`src/thc_pkg.sv`:
```
// shared types and constants for the temperature/humidity compensation block
package thc_pkg;

    localparam int unsigned RawTempW  = 20;
    localparam int unsigned RawHumW   = 16;
    localparam int unsigned CfgIdxW   = 3;
    localparam int unsigned CfgDataW  = 48;
    localparam int unsigned QueueDepth = 4;
    localparam int unsigned QueuePtrW  = 2;
    localparam int unsigned PipeStages = 13;

    localparam logic [CfgIdxW-1:0] RegTempCal = 3'd0;
    localparam logic [CfgIdxW-1:0] RegHumH1   = 3'd1;
    localparam logic [CfgIdxW-1:0] RegHumH2   = 3'd2;
    localparam logic [CfgIdxW-1:0] RegHumH3   = 3'd3;
    localparam logic [CfgIdxW-1:0] RegHumH4   = 3'd4;
    localparam logic [CfgIdxW-1:0] RegHumH5   = 3'd5;
    localparam logic [CfgIdxW-1:0] RegHumH6   = 3'd6;

    localparam logic signed [31:0] HumOffset  = 32'sd76800;
    localparam logic signed [31:0] HumRound15 = 32'sd16384;
    localparam logic signed [31:0] HumC32768  = 32'sd32768;
    localparam logic signed [31:0] HumC2M     = 32'sd2097152;
    localparam logic signed [31:0] HumRound14 = 32'sd8192;
    localparam logic signed [31:0] HumMax     = 32'sd419430400;
    localparam logic signed [31:0] TempRound  = 32'sd128;

    typedef struct packed {
        logic [RawTempW-1:0] raw_temp;
        logic [RawHumW-1:0]  raw_hum;
    } t_sample;

    typedef struct packed {
        logic [15:0]        t1;
        logic signed [15:0] t2;
        logic signed [15:0] t3;
        logic [7:0]         h1;
        logic signed [15:0] h2;
        logic [7:0]         h3;
        logic signed [15:0] h4;
        logic signed [15:0] h5;
        logic signed [7:0]  h6;
    } t_coef;

    // low 32 bits of a signed product
    function automatic logic signed [31:0] mul32(input logic signed [31:0] a,
                                                 input logic signed [31:0] b);
        logic signed [63:0] p;
        p = a * b;
        return p[31:0];
    endfunction

endpackage

```
`src/thc_front.sv`:
```
// input side: takes commands and queues raw samples for the datapath
module thc_front (
    input  logic               i_clk,
    input  logic               i_rst_n,
    input  logic               i_push,
    input  thc_pkg::t_sample   i_sample,
    input  logic               i_pop,
    output logic               o_full,
    output logic               o_empty,
    output thc_pkg::t_sample   o_head
);
    import thc_pkg::*;

    t_sample                r_mem [QueueDepth];
    logic [QueuePtrW-1:0]   r_wp, r_rp, n_wp, n_rp;
    logic [QueuePtrW:0]     r_cnt, n_cnt;

    always_comb begin
        n_wp  = r_wp + QueuePtrW'(i_push);
        n_rp  = r_rp + QueuePtrW'(i_pop);
        n_cnt = r_cnt + (QueuePtrW+1)'(i_push) - (QueuePtrW+1)'(i_pop);
    end

    always_ff @(posedge i_clk) begin
        if (!i_rst_n) begin
            r_wp  <= '0;
            r_rp  <= '0;
            r_cnt <= '0;
        end else begin
            r_wp  <= n_wp;
            r_rp  <= n_rp;
            r_cnt <= n_cnt;
        end
    end

    always_ff @(posedge i_clk) begin
        if (i_push) r_mem[r_wp] <= i_sample;
    end

    assign o_head  = r_mem[r_rp];
    assign o_empty = (r_cnt == '0);
    assign o_full  = (r_cnt == (QueuePtrW+1)'(QueueDepth));
endmodule

```
`config.mk`:
```
export PLATFORM = sky130hd
export DESIGN_NAME = thc_front
export DESIGN_NICKNAME = d
export VERILOG_FILES = /design/src/thc_pkg.sv /design/src/thc_front.sv
export SDC_FILE = /design/constraint.sdc
export NUM_CORES = 1
export LEC_CHECK = 0
export BUFFER_PORTS_ARGS = -buffer_cell sky130_fd_sc_hd__buf_4
export CORE_ASPECT_RATIO = 2
export CORE_MARGIN = 8
export CORE_UTILIZATION = 55
export CTS_BUF_LIST = sky130_fd_sc_hd__clkbuf_16
export CTS_CLUSTER_DIAMETER = 150
export CTS_CLUSTER_SIZE = 14
export DETAILED_ROUTE_END_ITERATION = 10
export PLACE_DENSITY = 0.81
export SYNTH_ARGS = -nofsm -noshare
export SYNTH_HDL_FRONTEND = slang
export SYNTH_SLANG_ARGS = --single-unit
```
`constraint.sdc`:
```
create_clock -name i_clk -period 5.1 [get_ports i_clk]
set_input_delay 0.51 -clock i_clk [delete_from_list [all_inputs] [get_ports i_clk]]
set_output_delay 0.51 -clock i_clk [all_outputs]
set_load 0.05 [all_outputs]
```
==> run_results.csv <==
group,metric,value,unit
run_status,status,"finished clean",
placement,dp_hpwl,6.01,mm
clock_tree,cts_resized,0,
finish,nets,356,
critical_path,setup.worst_path.start_class,"register",
critical_path,crit_arrival,2.43,ns
placement,dp_slack,2.51,ns
global_route,grt_usage,0.153,
synth,syn_area_per_cell,25.3,µm²
global_route,grt-ovfl-total,0,
routing,wirelength,9.85,mm
timing,final_hold_viol_count,0,
clock_tree,cts_tree,"done",
synth,yosys_register_bits,151,
clock_tree,hold_buffers,0,
power,power.density,466,mW/mm²
clock_tree,insertion_delay,0.41,ns
timing,rsz0062_at_grt,"false",
routing,drc,0,
synth,yosys_warnings,0,
die,die_area,0.0139,mm²
placement,io_buffer_count,77,
synth,synthSimpleGateAreaFrac,0.0152,
clock_tree,clock_path_buffers,2,
timing,final.min_clock_period,2.94,ns
routing,vias,2475,
synth,synth_cell_types,19,
critical_path,critical_path_class,"reg2out",
die,core-area,0.0100,mm²
finish,layout-drive-gt1-share,0.448,
clock_tree,clk_pin_slew,0.06,ns
timing,finalWorstSetupSlack,2.16,ns
critical_path,crit_required,4.59,ns
synth,yosysSeqAreaShare,0.797,
synth,muxShareOfSynthArea,0.149,
critical_path,crit_path_end,"o_head[4]",
timing,fin_setup_tns,0,ns
worst_hold_path,hold_class,"in2reg",
synth,synthCells,221,
critical_path,end_kind,"primary output",
timing,maxSlewHeadroom,0.237,
clock_tree,htreeDepth,4,
finish,layout_common_cells,"edfxtp_1 (144), buf_4 (79), mux4_2 (30)",
finish,final_common_cell,"edfxtp_1",
global_route,grt_pass1_wl,15.1,mm
routing,wire_per_inst,21.5,µm
finish,diodes,0,
clock_tree,clockRootBuffer,"clkbuf_16",
die,initial_core_util,0.559,
timing,holdWs,0.292,ns
routing,drt_iter0_drc,151,
timing,setup_viol,0,
synth,syn-num-nets,266,
power,power.total,3.22,mW
critical_path,timing.rr.start,"r_wp[1]$_SDFF_PN0_",
global_route,antenna_found_initial,0,
placement,gp_congestion,0.674,
clock_tree,cts_setup_buffers,0,
worst_hold_path,timing.hold.worst.start,"i_sample[15]",
synth,synth.area.top_cells,"edfxtp_1 (77%), mux4_2 (12%), mux4_1 (2.8%)",
synth,synth_area_leader_cell,"edfxtp_1",
timing,max_clock_freq,340,MHz
global_route,grt_pass1_vias,2755,
placement,placed_cell_area,0.00629,mm²
synth,synth_top_family_by_area,"multiplexers",
die,fp.dieH,159,µm
clock_tree,cts.sinks,151,
critical_path,crit_start,"r_rp[0]$_SDFF_PN0_",
timing,timing.final.crit_share,0.577,
critical_path,reg2reg_depth,2,
critical_path,r2r_end,"r_mem[2][24]$_DFFE_PP_",
routing,dr.pass1.iters,5,
synth,synth_top_area_frac,0.772,
flow_run,drv_cap,0,
die,rows,52,
synth,synth_compound_area_frac,0,
finish,syn2layout_area_growth,23.4,%
timing,tightest_slew,1.14,ns
synth,yosys.area_share.adder,0.0125,
synth,netlist_area,0.00560,mm²
global_route,grt_max_degree,38,
power,p_leak,2.41,nW
die,die_x,87.3,µm
critical_path,crit_fanout,22,
synth,synthXorXnorAreaFrac,0.00715,
timing,drv_slew,0,
finish,n_fill_cell,685,
power,max-vdd-ir-drop,0.288,mV
routing,antenna_left,0,
finish,fin_area,0.00691,mm²
clock_tree,cts_buffers,17,
die,ios,78,
critical_path,r2r_slack,3.30,ns
timing,finClkSkew,0.00701,ns
routing,via_per_inst,5.39,
## through the flow
step           std cells   util
5_1_grt              459  0.690
4_1_cts              459  0.690
3_3_place_gp         427  0.627
3_5_place_dp         427  0.627
6_report             459  0.690
2_1_floorplan        221      -
## cells by family after synthesis
group / count (synthesis)
flops: 151
mux: 36
fa+ha+maj: 5
xor+xnor: 3
buf+inv: 12
simple gates: 14
## registers in the layout, indices dropped and copies added, names as in the netlist
| register | count |
|---|---|
| r_rp | 2 |
| r_wp | 2 |
| r_mem | 144 |
| r_cnt | 3 |
## synth_stat cells
master,count
and2_1,7
and3_1,2
and3b_1,1
buf_12,3
buf_2,4
buf_6,1
dfxtp_1,7
edfxtp_1,144
fa_1,1
ha_1,4
inv_1,4
mux4_1,6
mux4_2,30
nand2_1,1
nor2_1,1
nor3_1,1
nor3b_1,1
xnor3_1,1
xor2_1,2
## where the power goes
group	switching (mW)	internal, mW
Sequential	0.0347	1.43
Clock	0.483	0.821
Combinational	0.286	0.172
## layout make-up
cell class | instances | area, µm² | area share
tap | 135 | 169 | 0.0244
sequential | 151 | 4470 | 0.646
timing repair buffer | 79 | 593 | 0.0858
clock buffer | 17 | 425 | 0.0615
multi-input combinational | 58 | 1040 | 0.151
clock inverter | 15 | 199 | 0.0288
inverter | 4 | 15.0 | 0.00217
## worst max-delay path: stages, from the launching register on
cell and delay, ns:
dfxtp_2 0.68, buf_4 0.48, mux4_1 0.62, buf_4 0.21
## worst min-delay path by stage
stage,to,cells past startpoint
after global placement,r_wp[1]$_SDFF_PN0_,2
after detailed placement,r_wp[1]$_SDFF_PN0_,2
after floorplan,r_rp[0]$_SDFF_PN0_,2
after global routing,r_mem[1][15]$_DFFE_PP_,1
after CTS,r_mem[0][15]$_DFFE_PP_,1
final,r_mem[3][15]$_DFFE_PP_,1
## per-layer routing
metal	vias to the layer above	global-route usage	routed length [µm]
met1	1272	0.164	3590
li1	1114	-	-
met3	14	0.0491	594
met2	75	0.259	5420
met4	0	0.0835	245
met5	-	0	0
(Power assumes the default switching activity.)
